==> config.mk <==
export PLATFORM = sky130hd
export DESIGN_NAME = mrhc_queue
export DESIGN_NICKNAME = d
export VERILOG_FILES = /design/src/design/mrhc_pkg.sv /design/src/design/mrhc_queue.sv
export SDC_FILE = /design/constraint.sdc
export NUM_CORES = 1
export LEC_CHECK = 0
export ABC_AREA = 0
export BUFFER_PORTS_ARGS = -buffer_cell sky130_fd_sc_hd__buf_2
export CORE_ASPECT_RATIO = 1.75
export CORE_MARGIN = 3
export CORE_UTILIZATION = 51
export CTS_BUF_LIST = sky130_fd_sc_hd__clkbuf_4 sky130_fd_sc_hd__clkbuf_8 sky130_fd_sc_hd__clkbuf_16
export DETAILED_ROUTE_END_ITERATION = 8
export PLACE_DENSITY = 0.89
export SLEW_MARGIN = 40
export SYNTH_ARGS = -nofsm -noshare
export SYNTH_HDL_FRONTEND = slang
export SYNTH_SLANG_ARGS = --single-unit
==> constraint.sdc <==
create_clock -name clk -period 14.9 [get_ports clk]
set_input_delay 1.49 -clock clk [delete_from_list [all_inputs] [get_ports clk]]
set_output_delay 1.49 -clock clk [all_outputs]
set_load 0.02 [all_outputs]
==> src/design/mrhc_pkg.sv <==
// ----------------------------------------------------------------------------
// mrhc_pkg: shared types and constants
// Function attributes, status codes and the front-to-back queue entry.
// ----------------------------------------------------------------------------
package mrhc_pkg;

  localparam int NUM_REGIONS    = 4;
  localparam int REGION_ENTRIES = 512;
  localparam int REG_W          = $clog2(NUM_REGIONS);
  localparam int ENT_W          = $clog2(REGION_ENTRIES);
  localparam int MEM_DEPTH      = NUM_REGIONS * REGION_ENTRIES;
  localparam int MEM_W          = $clog2(MEM_DEPTH);

  // status codes
  localparam logic [3:0] ST_OK        = 4'd0;
  localparam logic [3:0] ST_SHORT     = 4'd1;
  localparam logic [3:0] ST_OTHER     = 4'd2;
  localparam logic [3:0] ST_BAD_FUNC  = 4'd3;
  localparam logic [3:0] ST_NO_REGION = 4'd4;
  localparam logic [3:0] ST_TYPE      = 4'd5;
  localparam logic [3:0] ST_RANGE     = 4'd6;
  localparam logic [3:0] ST_NO_WRITE  = 4'd7;
  localparam logic [3:0] ST_NO_READ   = 4'd8;

  // register indexes
  localparam logic [2:0] CFG_DEVICE = 3'd0;
  localparam logic [2:0] CFG_COUNT  = 3'd1;
  localparam logic [2:0] CFG_R0     = 3'd2;
  localparam logic [2:0] CFG_R1     = 3'd3;
  localparam logic [2:0] CFG_R2     = 3'd4;
  localparam logic [2:0] CFG_R3     = 3'd5;

  // function attributes: bit0 write, bit1 multiple, bit2 word
  function automatic logic [2:0] func_attr(input logic [7:0] fc);
    logic [2:0] a;
    unique case (fc)
      8'h01, 8'h02: a = 3'd2;
      8'h03, 8'h04: a = 3'd6;
      8'h05:        a = 3'd1;
      8'h06:        a = 3'd5;
      8'h0F:        a = 3'd3;
      8'h10:        a = 3'd7;
      default:      a = 3'd0;
    endcase
    return a;
  endfunction

  // classified item handed from front to back
  typedef struct packed {
    logic        is_mark;     // attribute write item
    logic [3:0]  status;      // early status, ST_OK if scan needed
    logic [1:0]  hit;
    logic [9:0]  boff;
    logic [9:0]  bcnt;
    logic [2:0]  bitoff;
    logic [10:0] reqlen;
    logic [10:0] replen;
    logic        wr;
    logic        mul;
    logic        word;
    logic [15:0] qty;
    logic [10:0] lo;          // first entry to scan
    logic [10:0] hi;          // one past last entry
    logic [1:0]  m_region;
    logic [8:0]  m_index;
    logic [1:0]  m_bits;
  } job_t;

endpackage

==> src/design/mrhc_queue.sv <==
// ----------------------------------------------------------------------------
// mrhc_queue: two-entry job queue
// Decouples the classifier from the mark scanner.
// ----------------------------------------------------------------------------
module mrhc_queue (
  input  logic           clk,
  input  logic           rst,
  input  logic           in_valid,
  input  mrhc_pkg::job_t in_job,
  output logic           in_ready,
  output logic           out_valid,
  output mrhc_pkg::job_t out_job,
  input  logic           out_ready
);
  import mrhc_pkg::*;

  job_t       mem [2];
  logic       wp, rp;
  logic [1:0] cnt;
  logic       push, pop;

  assign in_ready  = (cnt != 2'd2);
  assign out_valid = (cnt != 2'd0);
  assign out_job   = mem[rp];
  assign push      = in_valid && in_ready;
  assign pop       = out_valid && out_ready;

  always_ff @(posedge clk) begin
    if (push) mem[wp] <= in_job;
    if (rst) begin
      wp <= 1'b0; rp <= 1'b0; cnt <= 2'd0;
    end else begin
      if (push) wp <= ~wp;
      if (pop)  rp <= ~rp;
      cnt <= cnt + {1'b0, push} - {1'b0, pop};
    end
  end
endmodule

==> impl_metrics.json <==
{
  "die_x_um": 101,
  "wire_per_inst_um": 19.6,
  "ys.flop_type": "edfxtp_1",
  "synth_fp_nets": 466,
  "drt-total-wl_um": 15300,
  "max_cap_viol_count": 0,
  "yosysWarnings": 0,
  "dpl_cell_area_sq_um": 9330,
  "avgViaCountPerCell": 5.18,
  "reg2reg_setup_slack_ps": 12730,
  "syn2layout_area_growth_pct": 24.1,
  "drcViolationCount": 0,
  "finalSetupTns_ps": 0,
  "final_nets": 697,
  "cts_tree": "built",
  "drtPass1Iterations": 6,
  "drt_iter0_markers": 249,
  "synth_area_sq_um": 8040,
  "cp-start-kind": "flop",
  "fin_skew_ps": 15.9,
  "cts_buffers": 19,
  "arrival_ps": 2510,
  "io_buffer_count": 217,
  "rsz0062_at_grt": "no",
  "grt_usage_pct": 16.8,
  "whs_endpoint": "rp",
  "critPathMaxFanout": 65,
  "seq_area_frac_synth_pct": 80.5,
  "r2r_end": "mem[1][7]",
  "n_antenna_cell": 0,
  "fin_area_sq_um": 9970,
  "htreeDepth": 1,
  "path_clk_slew_ps": 70,
  "cts_buffer_depth": 3,
  "io-pin-count": 218,
  "final.period_utilization_pct": 26.8,
  "clock-sinks": 217,
  "cts_setup_buffers": 0,
  "synth.avg_cell_area_sq_um": 22.7,
  "synth_edf_count": 212,
  "crit_path_end_kind": "primary output",
  "slew_viol_final": 0,
  "async_flop_share_pct": 0,
  "worstSkewPairLatency_ps": 480,
  "hpwl_um": 10500,
  "rows": 60,
  "fillers": 1013,
  "min_path_type": "flop to flop",
  "synth_top_area_share_pct": 79.2,
  "hold_viol_final": 0,
  "vias": 4052,
  "grt_pass1_wl_um": 22400,
  "synthCells": 354,
  "yosys-top-cells-area": "edfxtp_1 79%, mux2_2 9.4%, mux2_4 7.5%",
  "die-area_sq_um": 17400,
  "worst_hold_path.num_cells": 2,
  "antenna_found_initial": 2,
  "core-area_sq_um": 15400,
  "grt_pass1_vias": 4442,
  "cts_resized": 0,
  "setup_violations": 0,
  "fmax_mhz": 250,
  "p_leak_uw": 0.00381,
  "crit_type": "flop to primary output",
  "cts_root_buffer": "clkbuf_16",
  "gr-total-overflow": 0,
  "drtAntennaViolNets": 0,
  "synth_top_area_cell": "edfxtp_1",
  "drive_above_1_share_pct": 61.1,
  "grt_start_max_net_pins": 66,
  "cp.required_ps": 13410,
  "relSlewSlack_pct": 51.1,
  "vdd_drop_max_mv": 0.200,
  "gp_congestion": 0.766,
  "fin_crit_ps": 4000,
  "outcome": "finished clean",
  "worstReg2RegStart": "cnt[0]",
  "hp-start": "rp",
  "reg2reg_depth": 3,
  "hold_buffers": 0,
  "worstMarginPinSlew_ps": 734,
  "die_h_um": 172,
  "power-per-cell-area_nw_per_um2": 176,
  "start_util_pct": 52.2,
  "ys_seq_elements": 217,
  "synth_cell_types": 17
}
==> metrics by stage <==
step	setup WS [ps]	hold slack, ps	std cells	total power, uW	util [%]
floorplan	8340	481	354	1150	-
global placement	11060	502	748	1260	60.4
detailed placement	11390	537	750	1280	60.6
CTS	10860	555	782	1780	64.7
global route	10790	600	782	1830	64.8
finish	10900	554	782	1760	64.8
==> worst max path at each step <==
stage | slack, ps | endpoint | cells after the start | startpoint
floorplan | 8340 | mem[0][0] | 2 | in_valid
finish | 10900 | out_job[52] | 3 | flop
detailed placement | 11390 | out_job[52] | 3 | flop
global route | 10790 | out_job[9] | 3 | flop
global placement | 11060 | mem[0][11] | 4 | in_valid
CTS | 10860 | out_job[52] | 3 | flop
==> final cells by class <==
cell class              count  area (sq um)  share of cell area, %
clock buffers              20           483                   4.84
clock inverters            12           153                   1.53
inverters                   1          3.75                 0.0376
multi-input cells         124          1480                   14.8
flip-flops and latches    217          6470                   64.9
well taps                 186           233                   2.33
repair buffers            222          1150                   11.5
==> registers in the layout, indices dropped and copies added, names as in the netlist, named ones only <==
signal,cells
cnt,2
wp,1
mem,212
rp,1
==> worst max-delay path, cell delays in order (launching register included) <==
cell and delay (ps):
dfxtp_4 720, buf_6 630, mux2_2 430, buf_2 160
==> cells in the final DEF (no fill, tap or decap) <==
master / instances
nor2b_1: 2
clkbuf_16: 19
xnor2_1: 2
clkinv_4: 2
edfxtp_1: 212
buf_2: 217
clkinv_1: 1
nand2_1: 1
ha_1: 2
buf_6: 3
clkinv_2: 2
xor2_1: 1
inv_6: 1
or2_2: 1
dfxtp_4: 1
nand2b_1: 1
nor2_4: 1
dfxtp_1: 4
clkinvlp_4: 3
bufinv_16: 3
and3_4: 1
nor2_1: 4
clkbuf_4: 1
buf_8: 2
inv_1: 1
mux2_2: 67
mux2_4: 40
o21a_1: 1
==> cells by family after synthesis <==
logic type / count (synthesis) / synth area share [%]
DFF: 217 / 80.5
muxes: 107 / 16.9
buffers and inverters: 13 / 1.26
and+or+nand+nor: 11 / 0.670
xor gates and xnor gates: 3 / 0.327
adders and majority gates: 2 / 0.311
AOI/OAI and AO/OA: 1 / 0.0935
==> power by group <==
group          internal [uW]  leakage, uW  switching, uW
clock                    289     0.000304            204
combinational            196      0.00148            268
sequential               767      0.00202           34.9
total                   1250      0.00381            506
==> cell usage after synthesis, drive strengths merged, types with 2 or more instances <==
cell type and instances:
buf 12, dfxtp 5, edfxtp 212, ha 2, mux2 107, nor2 5
nor2b 2, xnor2 2
==> per-layer routing <==
layer	global-route usage, %	wire length [um]	vias to the layer above
li1	-	-	1860
met1	16.8	4920	1980
met2	32.3	8790	167
met3	4.08	1040	41
met4	7.27	536	4
met5	0	29	-
(Power assumes the default switching activity.)
