## config.mk

```make
export PLATFORM = sky130hd
export DESIGN_NAME = mrhc_front
export DESIGN_NICKNAME = d
export VERILOG_FILES = /design/src/design/mrhc_pkg.sv /design/src/design/mrhc_front.sv
export SDC_FILE = /design/constraint.sdc
export NUM_CORES = 1
export LEC_CHECK = 0
export BUFFER_PORTS_ARGS = -buffer_cell sky130_fd_sc_hd__clkbuf_2
export CORE_ASPECT_RATIO = 1.2
export CORE_UTILIZATION = 40
export CTS_CLUSTER_DIAMETER = 200
export DETAILED_ROUTE_END_ITERATION = 10
export GPL_TIMING_DRIVEN = 0
export PLACE_DENSITY = 0.71
export SLEW_MARGIN = 20
export SYNTH_ARGS = -nofsm -noshare
export SYNTH_HDL_FRONTEND = slang
export SYNTH_SLANG_ARGS = --single-unit
```

## constraint.sdc

```tcl
create_clock -name clk -period 10.67 [get_ports clk]
set_input_delay 2.134 -clock clk [delete_from_list [all_inputs] [get_ports clk]]
set_output_delay 2.134 -clock clk [all_outputs]
set_load 0.05 [all_outputs]
```

## src/design/mrhc_pkg.sv

```systemverilog
// ----------------------------------------------------------------------------
// mrhc_pkg: shared types and constants
// Function attributes, status codes and the front-to-back queue entry.
// ----------------------------------------------------------------------------
package mrhc_pkg;

  localparam int NUM_REGIONS    = 4;
  localparam int REGION_ENTRIES = 512;
  localparam int REG_W          = $clog2(NUM_REGIONS);
  localparam int ENT_W          = $clog2(REGION_ENTRIES);
  localparam int MEM_DEPTH      = NUM_REGIONS * REGION_ENTRIES;
  localparam int MEM_W          = $clog2(MEM_DEPTH);

  // status codes
  localparam logic [3:0] ST_OK        = 4'd0;
  localparam logic [3:0] ST_SHORT     = 4'd1;
  localparam logic [3:0] ST_OTHER     = 4'd2;
  localparam logic [3:0] ST_BAD_FUNC  = 4'd3;
  localparam logic [3:0] ST_NO_REGION = 4'd4;
  localparam logic [3:0] ST_TYPE      = 4'd5;
  localparam logic [3:0] ST_RANGE     = 4'd6;
  localparam logic [3:0] ST_NO_WRITE  = 4'd7;
  localparam logic [3:0] ST_NO_READ   = 4'd8;

  // register indexes
  localparam logic [2:0] CFG_DEVICE = 3'd0;
  localparam logic [2:0] CFG_COUNT  = 3'd1;
  localparam logic [2:0] CFG_R0     = 3'd2;
  localparam logic [2:0] CFG_R1     = 3'd3;
  localparam logic [2:0] CFG_R2     = 3'd4;
  localparam logic [2:0] CFG_R3     = 3'd5;

  // function attributes: bit0 write, bit1 multiple, bit2 word
  function automatic logic [2:0] func_attr(input logic [7:0] fc);
    logic [2:0] a;
    unique case (fc)
      8'h01, 8'h02: a = 3'd2;
      8'h03, 8'h04: a = 3'd6;
      8'h05:        a = 3'd1;
      8'h06:        a = 3'd5;
      8'h0F:        a = 3'd3;
      8'h10:        a = 3'd7;
      default:      a = 3'd0;
    endcase
    return a;
  endfunction

  // classified item handed from front to back
  typedef struct packed {
    logic        is_mark;     // attribute write item
    logic [3:0]  status;      // early status, ST_OK if scan needed
    logic [1:0]  hit;
    logic [9:0]  boff;
    logic [9:0]  bcnt;
    logic [2:0]  bitoff;
    logic [10:0] reqlen;
    logic [10:0] replen;
    logic        wr;
    logic        mul;
    logic        word;
    logic [15:0] qty;
    logic [10:0] lo;          // first entry to scan
    logic [10:0] hi;          // one past last entry
    logic [1:0]  m_region;
    logic [8:0]  m_index;
    logic [1:0]  m_bits;
  } job_t;

endpackage

```

## src/design/mrhc_front.sv

```systemverilog
// ----------------------------------------------------------------------------
// mrhc_front: header classification
// Runs the frame, address, function, region, type and range checks in a
// short sequence (region search one region a cycle) and queues the job.
// ----------------------------------------------------------------------------
module mrhc_front (
  input  logic              clk,
  input  logic              rst,
  input  logic              start,
  output logic              busy,
  input  logic              req_type,
  input  logic [7:0]        slave_address,
  input  logic [7:0]        function_code,
  input  logic [15:0]       start_address,
  input  logic [15:0]       quantity,
  input  logic [7:0]        frame_length,
  input  logic [1:0]        attr_region,
  input  logic [8:0]        attr_index,
  input  logic [1:0]        attr_bits,
  input  logic [7:0]        device_address,
  input  logic [2:0]        region_count,
  input  logic [26:0]       region_desc [4],
  output logic              q_valid,
  output mrhc_pkg::job_t    q_job,
  input  logic              q_ready
);
  import mrhc_pkg::*;

  localparam logic [1:0] S_IDLE = 2'd0;
  localparam logic [1:0] S_SRCH = 2'd1;
  localparam logic [1:0] S_CALC = 2'd2;
  localparam logic [1:0] S_PUSH = 2'd3;

  logic [1:0]  state;
  logic [15:0] st_addr, qty;
  logic [2:0]  attr;
  logic [2:0]  k, n;
  logic [1:0]  hit;
  job_t        job;
  job_t        job_init;

  logic [26:0] dk;
  logic [15:0] f;
  logic [9:0]  s;
  logic [16:0] span, top;
  logic        inside_r;

  // current region under search
  always_comb begin
    dk       = region_desc[k[1:0]];
    f        = dk[15:0];
    s        = dk[25:16];
    span     = dk[26] ? {8'd0, s[9:1]} : {4'd0, s, 3'd0};
    top      = {1'b0, f} + span;
    inside_r = (st_addr >= f) && ({1'b0, st_addr} < top);
  end

  // job as taken in: mark fields and any early status
  always_comb begin
    job_init          = '0;
    job_init.m_region = attr_region;
    job_init.m_index  = attr_index;
    job_init.m_bits   = attr_bits;
    if (req_type)
      job_init.is_mark = 1'b1;
    else if (frame_length < 8'd6)
      job_init.status = ST_SHORT;
    else if (slave_address != device_address && slave_address != 8'd0)
      job_init.status = ST_OTHER;
    else if (func_attr(function_code) == 3'd0)
      job_init.status = ST_BAD_FUNC;
  end

  // offsets and lengths for the matched region
  logic [26:0] d;
  logic [15:0] off;
  logic [16:0] boff_w, bcnt_w;
  logic [17:0] qsum;
  logic [15:0] data;
  logic        wr, mul, word;
  always_comb begin
    d    = region_desc[hit];
    off  = st_addr - d[15:0];
    wr   = attr[0];
    mul  = attr[1];
    word = attr[2];
    qsum = {2'd0, qty} + {15'd0, off[2:0]} - 18'd1;
    if (word) begin
      bcnt_w = {qty, 1'b0};
      boff_w = {off, 1'b0};
    end else begin
      bcnt_w = qsum[17:3] + 17'd1;
      boff_w = {4'd0, off[15:3]};
    end
    if (!mul)      data = 16'd2;
    else if (word) data = {qty[14:0], 1'b0};
    else           data = {3'd0, qty[15:3] - 13'd0} + {15'd0, |qty[2:0]};
  end

  assign busy    = (state != S_IDLE);
  assign q_valid = (state == S_PUSH);
  assign q_job   = job;

  always_ff @(posedge clk) begin
    if (rst) begin
      state <= S_IDLE;
    end else begin
      unique case (state)
        S_IDLE: begin
          if (start) begin
            job         <= job_init;
            st_addr     <= start_address;
            attr        <= func_attr(function_code);
            k           <= 3'd0;
            n           <= (region_count > 3'(NUM_REGIONS)) ? 3'(NUM_REGIONS) : region_count;
            qty         <= func_attr(function_code) == 3'd0 ? quantity :
                           (func_attr(function_code) & 3'd2) != 3'd0 ? quantity : 16'd1;
            if (job_init.is_mark || job_init.status != ST_OK) state <= S_PUSH;
            else state <= S_SRCH;
          end
        end
        S_SRCH: begin
          if (k >= n) begin
            job.status <= ST_NO_REGION;
            state      <= S_PUSH;
          end else if (inside_r) begin
            hit   <= k[1:0];
            state <= S_CALC;
          end else begin
            k <= k + 3'd1;
          end
        end
        S_CALC: begin
          state <= S_PUSH;
          if (word != d[26]) job.status <= ST_TYPE;
          else if (qty == 16'd0) job.status <= ST_RANGE;
          else if ({1'b0, boff_w} + {1'b0, bcnt_w} > {8'd0, d[25:16]})
            job.status <= ST_RANGE;
          else begin
            job.hit    <= hit;
            job.boff   <= boff_w[9:0];
            job.bcnt   <= bcnt_w[9:0];
            job.bitoff <= word ? 3'd0 : off[2:0];
            job.reqlen <= (wr && mul) ? data[10:0] + 11'd9 : 11'd8;
            job.replen <= wr ? ((mul && word) ? 11'd8 : 11'd9)
                             : data[10:0] + {10'd0, data[0]} + (word ? 11'd5 : 11'd7);
            job.wr     <= wr;
            job.mul    <= mul;
            job.word   <= word;
            job.qty    <= qty;
            job.lo     <= word ? {2'd0, boff_w[9:1]} : {1'b0, boff_w[9:0]};
            job.hi     <= word ? {2'd0, boff_w[9:1]} + {2'd0, bcnt_w[9:1]}
                               : {1'b0, boff_w[9:0]} + {1'b0, bcnt_w[9:0]};
          end
        end
        S_PUSH: begin
          if (q_ready) state <= S_IDLE;
        end
        default: state <= S_IDLE;
      endcase
    end
  end
endmodule

```

==> results of run 1 <==
-- repair_timing --
| action | 4_1_cts | 5_1_grt |
|---|---|---|
| gates resized for setup | 1 | 2 |
| buffers inserted | 0 | 0 |
| endpoints found under the setup margin | 30 | 87 |
-- through the flow --
step | setup slack, ns | hold WS, ns | std cells | instance area (sq um)
finish | 0.700 | 0.528 | 1960 | 15300
global route | 0.0688 | 0.569 | 1960 | 15300
CTS | 0.244 | 0.523 | 1960 | 15300
detailed placement | -0.0894 | 0.512 | 1929 | 14700
global placement | -2.13 | 0.500 | 1926 | 14600
floorplan | 0.372 | 0.482 | 1233 | 12700
-- per-layer routing --
metal  vias up  wire, um
met5         -         0
met4         0      1260
met3        79      2190
met2       423     18500
met1      5131     15500
li1       5143         -
-- sequential cells by signal, indices dropped and copies added, names as in the netlist --
name,cells
attr,3
hit,2
k,3
n,3
q_job,104
qty,16
st_addr,16
state,2
-- area by class of cell --
type                       count  area share
clock buffer                  17      0.0278
sequential                   149       0.291
buffer                        42      0.0129
inverter                     101      0.0247
multi-input combinational    940       0.499
clock inverter                15      0.0106
tap                          396      0.0323
timing repair buffer         300       0.102
-- cell families after synthesis --
group                    Yosys count  synth area share
AND/OR/NAND/NOR                  372             0.149
AO/OA/AOI/OAI                    250             0.129
flip-flops                       149             0.352
buffers and inverters            144            0.0458
adder cells (fa/ha/maj)          138             0.139
XOR/XNOR                         107            0.0741
multiplexers                      71             0.110
other                              1          0.000296
-- synthesized netlist by cell type, types with 16 or more instances --
cell type and number:
edfxtp_1 147, nor2b_1 32, inv_1 100, ha_1 133
o21a_1 16, a21oi_1 73, clkbuf_1 29, o21ai_0 46
xnor2_1 75, nor2_1 120, xor2_1 32, and2_1 28
mux4_2 54, a21o_1 20, nand2_1 84, nand2b_1 17
-- worst max-delay path: cells and delay by family --
kind	cells	cell delay [ns]
AO/OA/AOI/OAI	10	3.21
XOR/XNOR	4	1.13
adder cells (fa/ha/maj)	6	1.80
buffers and inverters	5	0.71
multiplexers	1	0.29
AND/OR/NAND/NOR	3	0.76
-- worst paths after layout --
check,start,endpoint,slack (ns)
setup / recovery,region_desc[81],q_job[25],0.70
hold / removal,state[1],state[1],0.53
setup reg to reg,hit[1],q_job[25],0.72
hold reg to reg,state[1],state[1],0.53
-- power breakdown --
part           leakage, uW  total (uW)  switching (uW)  internal [uW]
registers          0.00140         895            59.2            836
clock network     0.000289         618             285            333
logic              0.00500        2540            1620            918
==> flow_summary.ini, run 1 <==
[final_layout]
diodes = 0
multi_input_area_sq_mm = 0.00764
seq_area_sq_mm = 0.00445
drive_gt1_frac = 0.276
final_nets = 1882
fillerInstances = 2899
area_growth_pct = 21.1
final_common_cell = clkbuf_2
final_cell_mix = 298 x clkbuf_2, 147 x edfxtp_1, 133 x ha_1, 119 x nor2_1, 100 x inv_1
final_util = 0.497

[yosys]
synth_area_sq_mm = 0.0127
ys_seq_area_frac = 0.352
yosysWarningCount = 0
synthFlopType = edfxtp_1
synth_top_area_cell = edfxtp_1
synthArstFlopShare = 0
ys_ff_latch = 149
synth_cells = 1232
synthTopCellsByArea = edfxtp_1 35%, ha_1 13%, mux4_2 9.6%, xnor2_1 5.2%, nor2_1 3.6%
synth_top_cell_area_share = 0.349
synth_enable_flop_cells = 147
ys_types = 80
avgSynthCellArea_sq_um = 10.3

[timing]
worstMarginPinSlew_ns = 1.04
fin_worst_skew_ns = 0.0156
rsz0062_at_grt = no
period_minus_slack_ns = 9.97
finalCritPeriodShare = 0.934
hold_violations = 0
finalMaxSlewViolations = 0
final.setup.tns_ns = 0
setup_viol = 0
fmax_mhz = 100
relSlewSlack = 0.288

[floorplan]
fp-row-count = 70
start_util = 0.410
die_area_sq_mm = 0.0323
die_w_um = 164
die_h_um = 197
core_area_sq_mm = 0.0308
pin_count = 301

[route]
vias_per_cell = 5.50
via_count = 10800
ant_nets = 0
avgRoutedWirePerCell_um = 19.1
drt_iter0_drc = 616
drt_wl_total_um = 37400
drc = 0
first_pass_iters = 5

[clock_network]
cts_hold_buf = 0
clock_path_buffers = 2
clock-sinks = 149
h-tree-depth = 4
cts_tree = done
numCtsBuffers = 17
clkTransAtPathRegs_ns = 0.06
insertion_delay_ns = 0.44
cts_root_buffer = clkbuf_16

[global_route]
track_usage = 0.236
use_met1 = 0.294
grt_max_degree = 59
gr-total-overflow = 0
grt_pass1_vias = 10600
grt_use_met3 = 0.0389
grt_pass1_wl_um = 57000
antenna_found_initial = 0
grt.met2_usage = 0.401
grt-busiest-layer = met2

[worst_setup_path]
critical_path.max_fanout = 58
critical_path.endpoint_type = flop
cp_data_required_time_ns = 10.78
crit_top_cell = ha_1
cp_slowest_cell = a2111oi_2
arrival_ns = 10.08
ff2ff_path_depth = 30
max_stage_delay_ns = 0.62
crit_path_start_kind = input pin
crit_type = in -> reg

[min_path]
hold_depth = 2
min_path_type = reg -> reg

[pwr]
powerDensity_mw_per_mm2 = 265
p_leak_uw = 0.00669
p_total_uw = 4060
ir_drop_v = 0.000138

[place]
gp_congestion = 0.919
hpwl_um = 30900
port_buffers = 297

[outcome]
status = completed

[run]
maxCapViolations = 0
Note: power is estimated with default switching activity, not from simulation.
==> run 2, diff against run 1 <==
--- a/config.mk
+++ b/config.mk
@@ -11,7 +11,7 @@
 export CTS_CLUSTER_DIAMETER = 200
 export DETAILED_ROUTE_END_ITERATION = 10
 export GPL_TIMING_DRIVEN = 0
-export PLACE_DENSITY = 0.71
+export PLACE_DENSITY = 0.68
 export SLEW_MARGIN = 20
 export SYNTH_ARGS = -nofsm -noshare
 export SYNTH_HDL_FRONTEND = slang
==> constraint.sdc (replaced) <==
create_clock -name clk -period 10.68 [get_ports clk]
set_input_delay 2.136 -clock clk [delete_from_list [all_inputs] [get_ports clk]]
set_output_delay 2.136 -clock clk [all_outputs]
set_load 0.05 [all_outputs]
==> flow_summary.ini, run 2 (synthesis gave the netlist of run 1 again) <==
[floorplan]
die_w_um = 164
die_h_um = 197
start_util = 0.410
die_area_sq_mm = 0.0323
pin_count = 301
core_area_sq_mm = 0.0308
fp-row-count = 70

[timing]
setup_viol = 0
period_minus_slack_ns = 10.19
finalMaxSlewViolations = 0
fin_worst_skew_ns = 0.0234
finalWorstSetupSlack_ns = 0.494
timing.hold.ws_ns = 0.523
fmax_mhz = 98.2
relSlewSlack = 0.373
finalCritPeriodShare = 0.954
worstMarginPinSlew_ns = 0.940
hold_violations = 0
rsz0062_at_grt = no

[worst_setup_path]
cp_data_required_time_ns = 10.79
crit_path_start_kind = flop
critical_path.max_fanout = 57
cp_slowest_cell = buf_1
crit_family = compound AO/OA/AOI/OAI gates
arrival_ns = 10.30
critPathBufInv = 6
critical_path.endpoint_type = flop
max_stage_delay_ns = 0.73
crit_top_cell = ha_1
crit_type = reg -> reg

[pwr]
comb_power_share = 0.627
p_clk_frac = 0.154
p_int_uw = 2130
seq_power_share = 0.219
sw_frac_of_total = 0.479
switching_power_uw = 1960
powerDensity_mw_per_mm2 = 266
p_leak_uw = 0.00670
ir_drop_v = 0.000139

[place]
port_buffers = 297
gp_congestion = 0.936
hpwl_um = 31300
place_ws_ns = -0.207
placedCellCount = 1930
place_area_sq_mm = 0.0148

[outcome]
status = completed

[route]
drc = 0
first_pass_iters = 6
via_count = 10700
ant_nets = 0
vias_per_cell = 5.47
drt_wl_total_um = 38100
drt_iter0_drc = 733
avgRoutedWirePerCell_um = 19.4

[clock_network]
h-tree-depth = 4
clock_path_buffers = 2
cts_tree = done
clock-sinks = 149
numCtsBuffers = 17
cts_hold_buf = 0
clkTransAtPathRegs_ns = 0.07
cts_root_buffer = clkbuf_16
insertion_delay_ns = 0.45

[final_layout]
area_growth_pct = 21.4
final_util = 0.498
drive_gt1_frac = 0.274
fillerInstances = 2947
final_cell_mix = 297 x clkbuf_2, 147 x edfxtp_1, 133 x ha_1, 119 x nor2_1, 100 x inv_1
largest_reg_flops = 104
final_nets = 1883
final_common_cell = clkbuf_2
fin_area_sq_mm = 0.0154
final_cell_count_no_fill = 1962

[global_route]
antenna_found_initial = 2
grt_pass1_wl_um = 58900
grt_pass1_vias = 10800
gr-total-overflow = 0
grt_max_degree = 58
track_usage = 0.242

[min_path]
min_path_type = reg -> reg

[run]
maxCapViolations = 0
==> run 2: changes by cell type in the layout (fill, tap and decap cells not counted), moves of 2 or more <==
cell and change:
clkbuf_1 +2, inv_6 -5, buf_16 +2, diode_2 +2, inv_8 -3, bufinv_16 +2
==> run 2: area by class of cell <==
class,instances,area [sq um],area share
multi-input combinational,940,7640,0.497
sequential,149,4450,0.290
timing repair buffer,301,1600,0.104
tap,396,495,0.0322
clock buffer,19,433,0.0282
inverter,101,379,0.0247
buffer,42,204,0.0133
clock inverter,12,154,0.0100
antenna,2,5.00,0.000326
==> run 2: path summary, 6_finish.rpt <==
| kind | cells after the start | slack [ns] | start | end |
|---|---|---|---|---|
| worst min register to register | 2 | 0.52 | state[1] | state[1] |
| worst max register to register | 30 | 0.49 | hit[1] | q_job[24] |
| worst max-delay path | 30 | 0.49 | hit[1] | q_job[24] |
| worst min-delay path | 2 | 0.52 | state[1] | state[1] |
==> run 2: through the flow <==
step | TNS [ns] | power [uW]
CTS | 0 | 4090
floorplan | 0 | 2790
detailed placement | -11.17 | 3450
global placement | -187.47 | 3400
finish | 0 | 4090
global route | 0 | 4400
==> run 2: what timing repair did <==
item	in CTS	in global routing
resized for setup	2	1
pin swaps	0	0
cloned	0	0
setup buffers	0	0
setup endpoints to repair	57	57
==> run 2: power by group through the flow <==
stage	clock network, uW	logic (uW)	registers [uW]
floorplan	0	1550	1240
global placement	0	2480	926
detailed placement	0	2540	907
CTS	638	2560	896
global route	662	2830	909
finish	628	2560	895
==> run 2: worst register-to-register path: cells and delay by family (launching register included) <==
kind,cells,cell delay [ns]
XOR/XNOR,4,1.11
AO/OA/AOI/OAI,10,3.30
flip-flops,1,0.32
AND/OR/NAND/NOR,3,0.80
adder cells (fa/ha/maj),6,1.82
multiplexers,1,0.41
buffers and inverters,6,2.05
==> run 2: metal layers <==
layer,vias to the layer above,GRT usage,share of wire
met5,-,0,0
li1,5148,-,-
met3,67,0.0375,0.050
met2,372,0.414,0.50
met1,5136,0.304,0.42
met4,0,0.0905,0.031
==> run 3, diff against run 2 <==
--- a/config.mk
+++ b/config.mk
@@ -11,7 +11,7 @@
 export CTS_CLUSTER_DIAMETER = 200
 export DETAILED_ROUTE_END_ITERATION = 10
 export GPL_TIMING_DRIVEN = 0
-export PLACE_DENSITY = 0.68
+export PLACE_DENSITY = 0.71
 export SLEW_MARGIN = 20
 export SYNTH_ARGS = -nofsm -noshare
 export SYNTH_HDL_FRONTEND = slang
==> constraint.sdc (replaced) <==
create_clock -name clk -period 8.3 [get_ports clk]
set_input_delay 1.66 -clock clk [delete_from_list [all_inputs] [get_ports clk]]
set_output_delay 1.66 -clock clk [all_outputs]
set_load 0.05 [all_outputs]
==> flow_summary.ini, run 3 (synthesis gave the netlist of run 1 again) <==
[outcome]
status = completed

[place]
port_buffers = 297
placedCellCount = 1928
hpwl_um = 30600
gp_congestion = 0.910

[clock_network]
clock-sinks = 149
numCtsBuffers = 17
h-tree-depth = 4
cts_root_buffer = clkbuf_16
cts_tree = done
insertion_delay_ns = 0.43
clock_path_buffers = 2
clkTransAtPathRegs_ns = 0.06
cts_hold_buf = 0

[route]
drc = 0
avgRoutedWirePerCell_um = 19.8
vias_per_cell = 5.50
via_count = 10900
ant_nets = 0
drt_iter0_drc = 649
drt_wl_total_um = 39300
first_pass_iters = 5

[min_path]
min_path_type = reg -> reg
hold_depth = 2
hold_start = state[1]
min_to = state[1]

[timing]
relSlewSlack = 0.322
fin_worst_skew_ns = 0.0127
finalCritPeriodShare = 0.988
fmax_mhz = 122
rsz0062_at_grt = yes
period_minus_slack_ns = 8.20
worstMarginPinSlew_ns = 0.991
setup_viol = 0
hold_violations = 0
finalMaxSlewViolations = 0

[worst_setup_path]
arrival_ns = 8.35
cp_slowest_cell = mux4_2
crit_path_start_kind = input pin
crit_type = in -> reg
rrSetupSlack_ns = 0.30
critical_path.max_fanout = 6
max_stage_delay_ns = 0.55
crit_top_cell = buf_6
reg2reg_to = q_job[50]
cp_data_required_time_ns = 8.45
critical_path.endpoint_type = flop
ff2ff_path_depth = 31
r2r-start = hit[1]

[pwr]
p_clk_frac = 0.136
comb_power_share = 0.652
sw_frac_of_total = 0.482
seq_power_share = 0.211
p_int_uw = 2810
powerDensity_mw_per_mm2 = 342
switching_power_uw = 2620
p_total_uw = 5430
ir_drop_v = 0.000205
p_leak_uw = 0.00687

[final_layout]
final_nets = 1910
area_growth_pct = 25.3
diodes = 0
largest_reg_flops = 104
final_cell_count_no_fill = 1988
drive_gt1_frac = 0.315
final_cell_mix = 294 x clkbuf_2, 147 x edfxtp_1, 126 x ha_1, 118 x nor2_1, 96 x inv_1
final_common_cell = clkbuf_2

[floorplan]
die_area_sq_mm = 0.0323
pin_count = 301
die_h_um = 197
fp-row-count = 70
core_area_sq_mm = 0.0308
start_util = 0.410
die_w_um = 164

[global_route]
grt_max_degree = 27
grt_pass1_wl_um = 59800
gr-total-overflow = 0
track_usage = 0.247
antenna_found_initial = 0
grt_pass1_vias = 10800

[run]
maxCapViolations = 0
-- run 3: cell types whose count changed in the layout (fill, tap and decap cells not counted), moves of 5 or more --
cell / previous run / this run
buf_4: 2 / 19
buf_6: 1 / 10
clkbuf_1: 30 / 25
ha_1: 133 / 126
o21a_4: 1 / 7
xnor2_1: 75 / 70
-- run 3: layer usage --
metal	up-vias	share of wire	GRT usage	wire [um]
li1	5229	-	-	-
met1	5211	0.41	0.312	16300
met2	410	0.50	0.422	19500
met3	77	0.056	0.0362	2210
met4	0	0.034	0.0912	1340
met5	-	0	0	0
-- run 3: critical path: cells and delay by family --
kind	cells	cell delay (ns)
compound gates	8	2.23
fa+ha+maj	5	1.36
simple gates	7	1.32
buf+inv	8	0.96
mux	2	0.63
xor+xnor	1	0.18
-- run 3: how the worst max path moves through the flow --
stage,start,endpoint,slack [ns],cells past startpoint
2_1_floorplan,region_desc[0],q_job[100],0.001,27
3_3_place_gp,hit[0],q_job[29],-1.71,29
3_5_place_dp,hit[0],q_job[31],-1.84,29
4_1_cts,region_desc[81],q_job[55],0.007,30
5_1_grt,region_desc[0],q_job[55],-0.14,30
6_report,region_desc[0],q_job[50],0.10,31
-- run 3: area by class of cell --
| cell class | instances | area (sq um) |
|---|---|---|
| clock inverters | 12 | 111 |
| well taps | 396 | 495 |
| flip-flops and latches | 149 | 4450 |
| plain buffers | 36 | 183 |
| clock buffers | 20 | 437 |
| multi-input cells | 950 | 8010 |
| inverters | 101 | 382 |
| repair buffers | 324 | 1790 |
| fillers | 2843 | 15000 |
-- run 3: per-stage QoR --
stage	worst slack [ns]	cell area (sq um)	TNS (ns)	hold WS (ns)	util
2_1_floorplan	0.00148	12700	0	0.482	-
3_3_place_gp	-1.71	14700	-149.58	0.502	0.476
3_5_place_dp	-1.84	14700	-161.29	0.513	0.478
4_1_cts	0.00723	15600	0	0.523	0.506
5_1_grt	-0.142	15900	-7.57	0.551	0.514
6_report	0.101	15900	0	0.518	0.514
-- run 3: repair_timing --
action,4_1_cts,5_1_grt
endpoints found under the hold margin,0,0
setup endpoints to repair,90,90
cloned,10,1
pin swaps,13,22
buffers inserted,15,7
gates resized for setup,32,41
-- run 3: power by group through the flow --
stage	Clock (uW)	Combinational [uW]	Sequential, uW
after global placement	0	3190	1170
final	740	3540	1150
after floorplan	0	2020	1590
after CTS	753	3430	1150
after global routing	782	3870	1170
after detailed placement	0	3250	1170
